[config.mk]
export PLATFORM = sky130hd
export DESIGN_NAME = va_div_cell
export DESIGN_NICKNAME = d
export VERILOG_FILES = /design/src/hw/rtl/va_pkg.sv /design/src/hw/rtl/va_div_cell.sv
export SDC_FILE = /design/constraint.sdc
export NUM_CORES = 1
export LEC_CHECK = 0
export ABC_AREA = 1
export ABC_CLOCK_PERIOD_IN_PS = 2800
export BUFFER_PORTS_ARGS = -buffer_cell sky130_fd_sc_hd__buf_2
export CORE_AREA = 2 2 268 270
export CTS_BUF_LIST = sky130_fd_sc_hd__clkbuf_16
export DETAILED_ROUTE_END_ITERATION = 10
export DIE_AREA = 0 0 270 272
export PLACE_DENSITY = 0.49
export SYNTH_ARGS = -nofsm -noshare
export SYNTH_HDL_FRONTEND = slang
export SYNTH_SLANG_ARGS = --single-unit
[constraint.sdc]
create_clock -name clk -period 2.8 [get_ports clk]
set_clock_uncertainty 0.05 [all_clocks]
set_input_delay 0.42 -clock clk [delete_from_list [all_inputs] [get_ports clk]]
set_output_delay 0.42 -clock clk [all_outputs]
set_load 0.01 [all_outputs]
[src/hw/rtl/va_pkg.sv]
// shared types and defaults for the 3d vector arithmetic unit
package va_pkg;

  // default component width and fraction bits (signed q16.16)
  localparam int DATA_WIDTH_DEF = 32;
  localparam int FRAC_BITS_DEF  = 16;

  // operation codes carried in the input tuser
  typedef enum logic [2:0] {
    OP_ADD   = 3'd0,
    OP_SUB   = 3'd1,
    OP_SCALE = 3'd2,
    OP_SDIV  = 3'd3,
    OP_EMUL  = 3'd4,
    OP_EDIV  = 3'd5,
    OP_CROSS = 3'd6,
    OP_NORM  = 3'd7
  } op_t;

endpackage

[src/hw/rtl/va_div_cell.sv]
// one restoring division step for three lanes, with a carried payload
module va_div_cell
  import va_pkg::*;
#(
  parameter int W  = DATA_WIDTH_DEF,
  parameter int Q  = DATA_WIDTH_DEF + FRAC_BITS_DEF,
  parameter int PW = 8
) (
  input  logic                clk,
  input  logic                rst_n,
  input  logic                en,
  input  logic                in_valid,
  input  logic [2:0][W-1:0]   in_rem,
  input  logic [2:0][Q-1:0]   in_nq,
  input  logic [2:0][W-1:0]   in_dsr,
  input  logic [PW-1:0]       in_pay,
  output logic                out_valid,
  output logic [2:0][W-1:0]   out_rem,
  output logic [2:0][Q-1:0]   out_nq,
  output logic [2:0][W-1:0]   out_dsr,
  output logic [PW-1:0]       out_pay
);

  logic [2:0][W:0]   rsh;
  logic [2:0][W:0]   dif;
  logic [2:0]        ge;
  logic [2:0][W-1:0] rem_nxt;
  logic [2:0][Q-1:0] nq_nxt;

  // shift in the next dividend bit, subtract when it fits
  always_comb begin
    for (int i = 0; i < 3; i++) begin
      rsh[i]     = {in_rem[i], in_nq[i][Q-1]};
      ge[i]      = (rsh[i] >= {1'b0, in_dsr[i]});
      dif[i]     = rsh[i] - {1'b0, in_dsr[i]};
      rem_nxt[i] = ge[i] ? dif[i][W-1:0] : rsh[i][W-1:0];
      nq_nxt[i]  = {in_nq[i][Q-2:0], ge[i]};
    end
  end

  // valid bit
  always_ff @(posedge clk) begin
    if (!rst_n) begin
      out_valid <= 1'b0;
    end else if (en) begin
      out_valid <= in_valid;
    end
  end

  // lane state and payload
  always_ff @(posedge clk) begin
    if (en) begin
      out_rem <= rem_nxt;
      out_nq  <= nq_nxt;
      out_dsr <= in_dsr;
      out_pay <= in_pay;
    end
  end

endmodule
==> flow_summary.toml <==
[critical_path]
cp.required_ns = 3.20
crit_family = "simple AND/OR/NAND/NOR gates"
path_class = "in2reg"
reg2reg_slack_ns = 2.09
slowest_stage = "dlygate4sd3_1"
reg2reg_to = "out_valid"
cp-end-kind = "flop"
startpoint_type = "primary input"
worstPathArrival_ns = 3.05
path_max_fanout = 35
cp_num_buf_inv = 4
ff2ff_path_depth = 2
slowest_delay_ns = 0.52
timing.rr.start = "out_valid"
crit_chain = "dlygate4sd3_1 -> buf_2 -> inv_1 -> ha_1 -> nand2_1 -> nor2_1 -> inv_1 -> nor3_2 -> nand2_8 -> nand2_8 -> nand3_2 -> nand2_1"

[timing]
relSlewSlack_pct = 33.3
rsz0062_at_grt = "false"
slew_violations = 0
tns_ns = 0
finalCriticalPeriod_ns = 2.65
worst_slack_ns = 0.151
max_freq_mhz = 377
finalCritPeriodShare_pct = 94.6
finalHoldViolCount = 0
hold_ws_ns = 0.0287
setup-violations-final = 0
worst_slew_pin_slew_ns = 0.999

[detailed_routing]
drc = 0
wl_um = 74400
drt_iter0_drc = 988
routedWlPerCell_um = 17.2
dr.pass1.iters = 7
ant_nets = 0
via_per_inst = 4.26
via_count = 18400

[synthesis]
synth_top_area_share_pct = 52.1
yosysWarnings = 0
synth_common_cells = "859 x nand2_1, 455 x inv_1, 344 x edfxtp_1"
yosysUniqueCellTypes = 36
synthTopCellsByArea = "edfxtp_1 52%, nand2_1 16%, inv_1 8.6%"
synth_top_cell_by_area = "edfxtp_1"
synth.yosys.seq_area_share_pct = 52.2
syn_avg_cell_area_um2 = 8.55
async_flop_share_pct = 0
synthCells = 2318
yosys_most_used_dff = "edfxtp_1"
synth_nets = 2765
ys_ff_latch = 345
synth_edf_count = 344
synth_most_common_cell = "nand2_1"
syn_area_um2 = 19800

[floorplanning]
die_w_um = 270
die_height_um = 272
std_cell_rows = 98
pin_count = 693
fp.coreArea_um2 = 70800
die_area_um2 = 73400
initial_utilization_pct = 28.0

[clock_network]
cts_made_buffers = 42
cts_sinks = 345
cts_tree = "built"
cts-root-buf = "clkbuf_16"
clkLatencyLatePin_ns = 0.58
cts_max_path_buffers = 3
cts.htree.levels = 2
clk_pin_slew_ns = 0.06

[cells_and_area]
fin_area_um2 = 28900
drive_gt1_share_pct = 26.9
regArea_um2 = 10300
area_delta_synth_final_pct = 45.8
final_core_util_pct = 40.8
nFillCells = 7210
multi_input_area_um2 = 7540
fin_nets = 3793

[global_routing]
grt_pass1_vias = 18300
gr-total-overflow = 0
grt_max_degree = 66
grt_pass1_wl_um = 110000
grtUsageTotal_pct = 19.5
antenna_found_initial = 6

[hold_path]
hold_end = "out_dsr[20]"
hp-class = "in2reg"
min_delay_path_depth = 1
min_from = "in_dsr[20]"

[placed_design]
port_buffers = 692
place_ws_ns = -0.405
gp_congestion = 0.910
hpwl_um = 59600
placed_cell_area_um2 = 25000

[power]
power.density_nw_per_um2 = 564
p_leak_uw = 0.0148
ir_drop_mv = 0.512

[run_status]
outcome = "complete, no violations"

[run]
cap_viol_max_count = 0
## kinds of logic (layout without fill, tap and decap cells)
group,after synthesis,count (layout),synth area share (%)
DFF,345,345,52.2
and+or+nand+nor,1272,1273,27.9
AOI/OAI and AO/OA,71,71,1.86
xor gates and xnor gates,42,42,1.86
other,0,3,0
buffers and inverters,489,1547,9.83
adders and majority gates,99,99,6.36
## power by group
group / total, uW / internal (uW) / switching [uW]
sequential: 6460 / 6310 / 152
clock: 6050 / 3690 / 2360
combinational: 3780 / 1500 / 2280
total: 16300 / 11500 / 4790
## routing by layer
layer / part of all wire, % / wire, um / vias up / GRT usage [%]
met4: 2.9 / 2150 / 2 / 6.21
li1: - / - / 9388 / -
met2: 47 / 35200 / 612 / 33.1
met3: 6.9 / 5150 / 106 / 4.14
met1: 43 / 31900 / 8335 / 24.9
met5: 0.017 / 13 / - / 0
## state kept, by name, summed over array words and instances, names as in the netlist
register and count:
out_pay 8, out_valid 1, out_nq 144, out_rem 96, out_dsr 96
## timing repair
| item | in CTS | in global routing |
|---|---|---|
| buffers inserted | 0 | 0 |
| endpoints found under the setup margin | 0 | 39 |
| gates resized for setup | 0 | 2 |
| hold buffers | 237 | 0 |
| hold endpoints to repair | 237 | 0 |
## per-stage QoR
step | cells | power [uW]
global placement | 4014 | 10100
CTS | 4326 | 16500
floorplan | 2318 | 8400
finish | 4330 | 16300
global route | 4330 | 17100
detailed placement | 4014 | 10100
## worst register-to-register path, cell delays in order (launching register included)
cell     delay (ns)
dfxtp_1        0.31
o21ai_0        0.18
a21oi_1        0.05
## worst max-delay path by stage
| stage | start | end | slack (ns) | cells past startpoint |
|---|---|---|---|---|
| after detailed placement | in_rem[86] | out_rem[94] | -0.41 | 14 |
| after CTS | in_dsr[64] | out_rem[94] | 0.04 | 11 |
| after floorplan | in_nq[47] | out_rem[16] | 0.72 | 13 |
| after global routing | in_dsr[49] | out_rem[49] | 0.02 | 12 |
| final | in_dsr[56] | out_rem[52] | 0.15 | 12 |
| after global placement | in_rem[86] | out_rem[92] | -0.44 | 14 |
## cell type report
cell class	instances	share of cell area [%]
sequential	345	35.8
multi-input combinational	1485	26.1
timing repair buffer	1011	22.7
inverter	461	5.99
tap	950	4.11
clock buffer	42	3.64
clock inverter	33	1.65
antenna	3	0.0260
## cells in the final DEF (no fill, tap or decap), types with 2 or more instances in the layout
cell type        n
nand2_8          4
o21ai_0          6
buf_12           7
dlygate4sd3_1  237
clkbuf_16       42
fa_1             3
nand2_2          8
nand3_2         30
nor2_1         113
nor3_2           3
buf_2          691
nand4_1          5
diode_2          3
xor2_1          39
buf_4           75
inv_1          459
o21bai_1         4
nor2_4           4
nand3_1        169
inv_2            5
bufinv_16       10
ha_1            96
clkinvlp_4       4
and2_1          15
clkinv_16        2
nor3_1          21
a21oi_1         59
xnor2_1          3
nand2_1        859
nor2_2          14
clkinv_1         9
clkinv_2         4
nand3b_1        24
edfxtp_1       344
(Power assumes the default switching activity.)
