`src/hw/rtl/va_pkg.sv`:
```
// shared types and defaults for the 3d vector arithmetic unit
package va_pkg;

  // default component width and fraction bits (signed q16.16)
  localparam int DATA_WIDTH_DEF = 32;
  localparam int FRAC_BITS_DEF  = 16;

  // operation codes carried in the input tuser
  typedef enum logic [2:0] {
    OP_ADD   = 3'd0,
    OP_SUB   = 3'd1,
    OP_SCALE = 3'd2,
    OP_SDIV  = 3'd3,
    OP_EMUL  = 3'd4,
    OP_EDIV  = 3'd5,
    OP_CROSS = 3'd6,
    OP_NORM  = 3'd7
  } op_t;

endpackage

```
`src/hw/rtl/va_sqrt_cell.sv`:
```
// one step of a digit-by-digit integer square root, with a carried payload
module va_sqrt_cell
  import va_pkg::*;
#(
  parameter int W  = DATA_WIDTH_DEF,
  parameter int PW = 8
) (
  input  logic            clk,
  input  logic            rst_n,
  input  logic            en,
  input  logic            in_valid,
  input  logic [W+2:0]    in_rem,
  input  logic [W-1:0]    in_root,
  input  logic [2*W-1:0]  in_rad,
  input  logic [PW-1:0]   in_pay,
  output logic            out_valid,
  output logic [W+2:0]    out_rem,
  output logic [W-1:0]    out_root,
  output logic [2*W-1:0]  out_rad,
  output logic [PW-1:0]   out_pay
);

  logic [W+2:0]   rsh;
  logic [W+2:0]   trial;
  logic           ge;
  logic [W+2:0]   rem_nxt;
  logic [W-1:0]   root_nxt;
  logic [2*W-1:0] rad_nxt;

  // bring down the next two radicand bits and try a one digit
  always_comb begin
    rsh      = {in_rem[W:0], in_rad[2*W-1 -: 2]};
    trial    = (W+3)'({in_root, 2'b01});
    ge       = (rsh >= trial);
    rem_nxt  = ge ? (rsh - trial) : rsh;
    root_nxt = {in_root[W-2:0], ge};
    rad_nxt  = {in_rad[2*W-3:0], 2'b00};
  end

  // valid bit
  always_ff @(posedge clk) begin
    if (!rst_n) begin
      out_valid <= 1'b0;
    end else if (en) begin
      out_valid <= in_valid;
    end
  end

  // partial root and payload
  always_ff @(posedge clk) begin
    if (en) begin
      out_rem  <= rem_nxt;
      out_root <= root_nxt;
      out_rad  <= rad_nxt;
      out_pay  <= in_pay;
    end
  end

endmodule

```
`config.mk`:
```
export PLATFORM = sky130hd
export DESIGN_NAME = va_sqrt_cell
export DESIGN_NICKNAME = d
export VERILOG_FILES = /design/src/hw/rtl/va_pkg.sv /design/src/hw/rtl/va_sqrt_cell.sv
export SDC_FILE = /design/constraint.sdc
export NUM_CORES = 1
export LEC_CHECK = 0
export BUFFER_PORTS_ARGS = -buffer_cell sky130_fd_sc_hd__buf_2
export CAP_MARGIN = 20
export CORE_MARGIN = 2
export CORE_UTILIZATION = 48
export CTS_CLUSTER_DIAMETER = 50
export DETAILED_ROUTE_END_ITERATION = 16
export PLACE_DENSITY = 0.8
export SYNTH_ARGS = -nofsm -noshare
export SYNTH_HDL_FRONTEND = slang
export SYNTH_SLANG_ARGS = --single-unit
```
`constraint.sdc`:
```
create_clock -name clk -period 3.4 [get_ports clk]
set_clock_uncertainty 0.05 [all_clocks]
set_input_delay 0.51 -clock clk [delete_from_list [all_inputs] [get_ports clk]]
set_output_delay 0.51 -clock clk [all_outputs]
set_load 0.1 [all_outputs]
```
==> out/qor.yml, run 1 <==
status: "finished, final reports clean"
path_buf_inv: 3
min_path_type: "input pin to flop"
grtUsageTotal: 0.255
async_flop_share: 0
area_delta_synth_final_pct: 33.9
die_y_um: 121
pin_count: 283
dpl.cell_count: 990
synthesis.instances: 540
startpoint: "in_rem[6]"
tightestPinTransition_ns: 0.728
drt_iter0_markers: 430
cts_sinks: 138
wl_per_cell_um: 18.4
instances_no_fill: 1023
synth_area_um2: 6600
min_from: "in_rad[58]"
place_area_um2: 8240
post_cts_resized: 0
via_count: 5404
crit_type: "input pin to flop"
peakVddDrop_uv: 333
rsz0062_at_grt: "no"
synthFlopType: "edfxtp_1"
path_clk_slew_ns: 0.06
yosysTopAreaCell: "edfxtp_1"
min_period_ns: 2.95
dp_hpwl_mm: 14.3
drtPass1Iterations: 5
p_per_area_nw_per_um2: 691
cp_common_cell: "a21oi_1"
p_leak_nw: 4.02
fin_setup_tns_ns: 0
start_util: 0.495
io_buffers: 278
wirelength_mm: 18.9
hold_violations: 0
synth-edff-count: 137
core-area_um2: 13300
antenna_found_initial: 1
fmax_ghz: 0.339
yosysTopAreaCellShare: 0.623
hold_buffers: 0
drv_slew: 0
ys_seq_elements: 138
fp-row-count: 42
finalCritPeriodShare: 0.868
drive_above_1_share: 0.401
via_per_inst: 5.28
yosysUniqueCellTypes: 52
clockRootBuffer: "clkbuf_16"
crit_arrival_ns: 3.07
grt.overflow.total: 0
place.gp.congestion: 0.899
cts-htree-levels: 4
endpoint_kind: "flop"
slowest_stage: "a311o_1"
die_area_um2: 14700
required_ns: 3.52
drc: 0
crit_fanout: 24
path_delay_family: "simple AND/OR/NAND/NOR gates"
postLayoutCellArea_um2: 8840
cts_setup_buffers: 0
clk_latency_ns: 0.42
syn_avg_cell_area_um2: 12.2
cts_made_buffers: 17
cts_buffer_depth: 2
cts_tree: "done"
yosys_warnings: 0
r2r-start: "out_valid"
hold_ws_ns: 0.213
grt_pass1_wl_mm: 27.9
ys_seq_area_frac: 0.626
antenna_left: 0
crit_chain: "buf_2 -> ha_1 -> a21oi_1 -> o21bai_1 -> a311o_1 -> and3_1 -> or3_1 -> nand2_2 -> inv_2 -> buf_4 -> nor2_1 -> a21oi_1"
grt_pass1_vias: 5236
grt_max_degree: 79
fin_nets: 1010
startpoint_type: "input pin"
die_w_um: 121
maxCapViolCount: 0
setup-violations-final: 0
synth.area.top_cells: "edfxtp_1 62%, ha_1 6.4%, a21oi_1 3.9%"
slew_headroom: 0.514
critPathMaxStageDelay_ns: 0.40
## synth_stat cells (3+ instances only)
cell type	n
nand2_1	43
ha_1	34
nor3_2	3
nor4_1	3
a31o_2	3
nand2b_1	8
xnor2_1	16
xor2_1	12
a21o_1	14
buf_6	3
edfxtp_1	137
o21ai_0	20
o211ai_1	5
a31oi_1	6
a211oi_1	8
o31ai_1	3
nand3_1	12
nor2_1	43
a21oi_1	51
and3_1	8
o21a_1	4
and2_1	3
inv_1	37
clkbuf_1	17
nor3_1	6
o21bai_1	3
nand4_1	7
## layer usage
metal	vias to the layer above	wire length [um]	track usage	part of all wire
met5	-	0	0	0
met4	0	513	0.106	0.027
met3	39	1490	0.0620	0.079
met2	256	9640	0.448	0.51
met1	2524	7210	0.298	0.38
li1	2585	-	-	-
## sequential cells by signal, indices dropped and copies added, names as in the netlist
name and cells:
out_root 32, out_pay 8, out_rad 62, out_rem 35
out_valid 1
## path summary, 6_finish.rpt
check        slack [ns]          end  cells past startpoint
min                0.21  out_rad[60]                      1
max reg2reg        2.70    out_valid                      2
max                0.45  out_rem[23]                     12
min reg2reg        0.51    out_valid                      2
## power by group
group          leakage, nW  switching (mW)  internal [mW]
Sequential            1.35          0.0429           2.09
Combinational         2.38            1.73          0.399
Clock                0.291           0.727           1.12
## cell usage in the layout, fill, tap and decap left out, types with 14 or more instances in the layout
cell and count:
o21ai_0 20, xnor2_1 16, ha_1 34, inv_1 37, edfxtp_1 137, nor2_1 43, buf_2 277, buf_4 19
clkbuf_16 17, nand2_1 43, a21oi_1 51, a21o_1 14
## per-stage QoR
stage,util,power [mW],setup slack (ns)
3_5_place_dp,0.618,4.29,0.00862
2_1_floorplan,-,3.86,0.438
5_1_grt,0.662,6.31,0.249
3_3_place_gp,0.618,4.26,0.0830
4_1_cts,0.662,6.14,0.447
6_report,0.662,6.11,0.449
## cells by family after synthesis
kind of cell / after synthesis / share of synthesized area
AOI/OAI and AO/OA: 132 / 0.125
xor gates and xnor gates: 28 / 0.0371
adders and majority gates: 34 / 0.0644
buffers and inverters: 62 / 0.0402
DFF: 138 / 0.626
muxes: 3 / 0.00474
other: 1 / 0.000568
and+or+nand+nor: 142 / 0.101
## cell type report
cell class / instances / area, um2
fillers: 1040 / 4510
flip-flops and latches: 138 / 4130
multi-input cells: 341 / 2210
repair buffers: 297 / 1540
clock buffers: 19 / 453
well taps: 176 / 220
inverters: 38 / 143
clock inverters: 13 / 141
diodes: 1 / 2.50
Power figures use the tool's default switching activity.
==> run 2, diff against run 1 <==
BUFFER_PORTS_ARGS = default   (was -buffer_cell sky130_fd_sc_hd__buf_2)
CORE_UTILIZATION = 56   (was 48)
DONT_BUFFER_PORTS = 1   (was default)
GPL_TIMING_DRIVEN = 0   (was default)
PLACE_DENSITY = 0.71   (was 0.8)
==> run 2 against run 1 <==
Compared with the run above: flip-flop and latch count is the same; global-route usage shrank 1.3 points; final cell count shrank 30%; final area shrank 17%; die area shrank 14%; utilization shrank 2.2 points; via count shrank 21%; critical path depth is the same; maximum frequency shrank 3.3%; setup slack lost 0.10 ns; non-clock buffer count shrank 273; critical path type unchanged; largest power group unchanged.
==> out/qor.yml, run 2 (synthesis results as in run 1) <==
status: "finished, final reports clean"
antenna_left: 0
grt_pass1_wl_mm: 23.1
critPathMaxStageDelay_ns: 0.48
cp_common_cell: "o211ai_1"
pin_count: 283
drv_slew: 0
cts_made_buffers: 17
endpoint_kind: "flop"
min_path_type: "input pin to flop"
cts_sinks: 138
fmax_ghz: 0.328
area_delta_synth_final_pct: 11.2
hold_ws_ns: 0.133
fin_total_pwr_mw: 5.72
drtPass1Iterations: 4
via_count: 4283
slowest_stage: "a311o_1"
largestRegisters: "out_rad: 62 flops, out_rem: 35 flops, out_root: 32 flops"
dpl.cell_count: 684
final_cell_mix: "137 x edfxtp_1, 51 x a21oi_1, 43 x nor2_1, 43 x nand2_1, 37 x inv_1"
maxCapViolCount: 0
peakVddDrop_uv: 581
wirelength_mm: 15.6
postLayoutCellArea_um2: 7340
cts-htree-levels: 4
drt_iter0_markers: 320
hold_buffers: 0
die_w_um: 113
grt_max_degree: 139
clk_latency_ns: 0.41
die_area_um2: 12700
io_buffers: 0
grt.overflow.total: 0
fp-row-count: 39
crit_chain: "inv_1 -> ha_1 -> o211ai_1 -> o211ai_1 -> a311o_1 -> and3_1 -> or3_1 -> nand2_2 -> inv_2 -> clkbuf_1 -> nor2_1 -> a21oi_1"
path_clk_slew_ns: 0.06
grtUsageTotal: 0.242
required_ns: 3.51
clockRootBuffer: "clkbuf_16"
crit_type: "input pin to flop"
rsz0062_at_grt: "no"
mostFrequentLayoutCell: "edfxtp_1"
die_y_um: 113
place_area_um2: 6780
cts_tree: "done"
tightestPinTransition_ns: 0.974
hold_violations: 0
wl_per_cell_um: 21.8
finish.utilization: 0.640
instances_no_fill: 715
startpoint_type: "input pin"
regMostFlops: "out_rad"
setup-violations-final: 0
p_per_area_nw_per_um2: 780
min_period_ns: 3.05
crit_fanout: 10
drc: 0
crit_arrival_ns: 3.16
drive_above_1_share: 0.0769
slew_headroom: 0.350
n_antenna_cell: 0
via_per_inst: 5.99
antenna_found_initial: 0
post_cts_resized: 0
cts_setup_buffers: 0
largest_register_ffs: 62
start_util: 0.576
dp_hpwl_mm: 11.6
grt_pass1_vias: 4125
cts_buffer_depth: 2
p_leak_nw: 2.86
fin_nets: 737
core-area_um2: 11500
finalCritPeriodShare: 0.897
place.gp.congestion: 0.877
[run 2: cell count changes in the layout (fill, tap and decap cells not counted), moves of 2 or more]
cell / change
clkinv_1: +3
clkbuf_1: +18
buf_4: -17
clkinv_4: -2
clkbuf_8: -2
buf_6: +2
buf_2: -275
[run 2: worst max-delay path, delay by kind of cell]
kind / cells / cell delay [ns]
AOI/OAI and AO/OA: 4 / 0.99
adders and majority gates: 1 / 0.35
buffers and inverters: 3 / 0.38
and+or+nand+nor: 4 / 0.91
[run 2: final cells by class]
| cell class | instances | area [um2] |
|---|---|---|
| fillers | 886 | 4130 |
| clock buffers | 18 | 429 |
| plain buffers | 24 | 123 |
| multi-input cells | 341 | 2210 |
| well taps | 143 | 179 |
| flip-flops and latches | 138 | 4130 |
| clock inverters | 13 | 126 |
| inverters | 38 | 143 |
[run 2: routing by layer]
layer  vias to the layer above  share of wire  wire length [um]  track usage
li1                       2028              -                 -            -
met1                      2027           0.37              5770        0.269
met2                       202           0.52              8120        0.411
met3                        26          0.084              1300        0.103
met4                         0          0.023               363       0.0951
met5                         -              0                 0            0
[run 2: stage by stage]
| step | setup WS (ns) | TNS (ns) |
|---|---|---|
| after CTS | 0.409 | 0 |
| after global placement | 0.0279 | 0 |
| after floorplan | 0.438 | 0 |
| after detailed placement | -0.0189 | -0.0614 |
| final | 0.349 | 0 |
| after global routing | 0.209 | 0 |
[run 2: worst paths after layout]
kind                  to       start  slack (ns)  depth (start not counted)
min reg2reg    out_valid   out_valid        0.97                          2
max          out_rem[23]  in_root[0]        0.35                         12
min          out_root[1]  in_root[0]        0.13                          0
max reg2reg    out_valid   out_valid        2.04                          2
[run 2: report_power, final]
group          total (mW)  switching [mW]  internal (mW)
Sequential           3.42            1.32           2.10
Combinational       0.575           0.354          0.221
Clock                1.72           0.658           1.06
Total                5.72            2.33           3.39
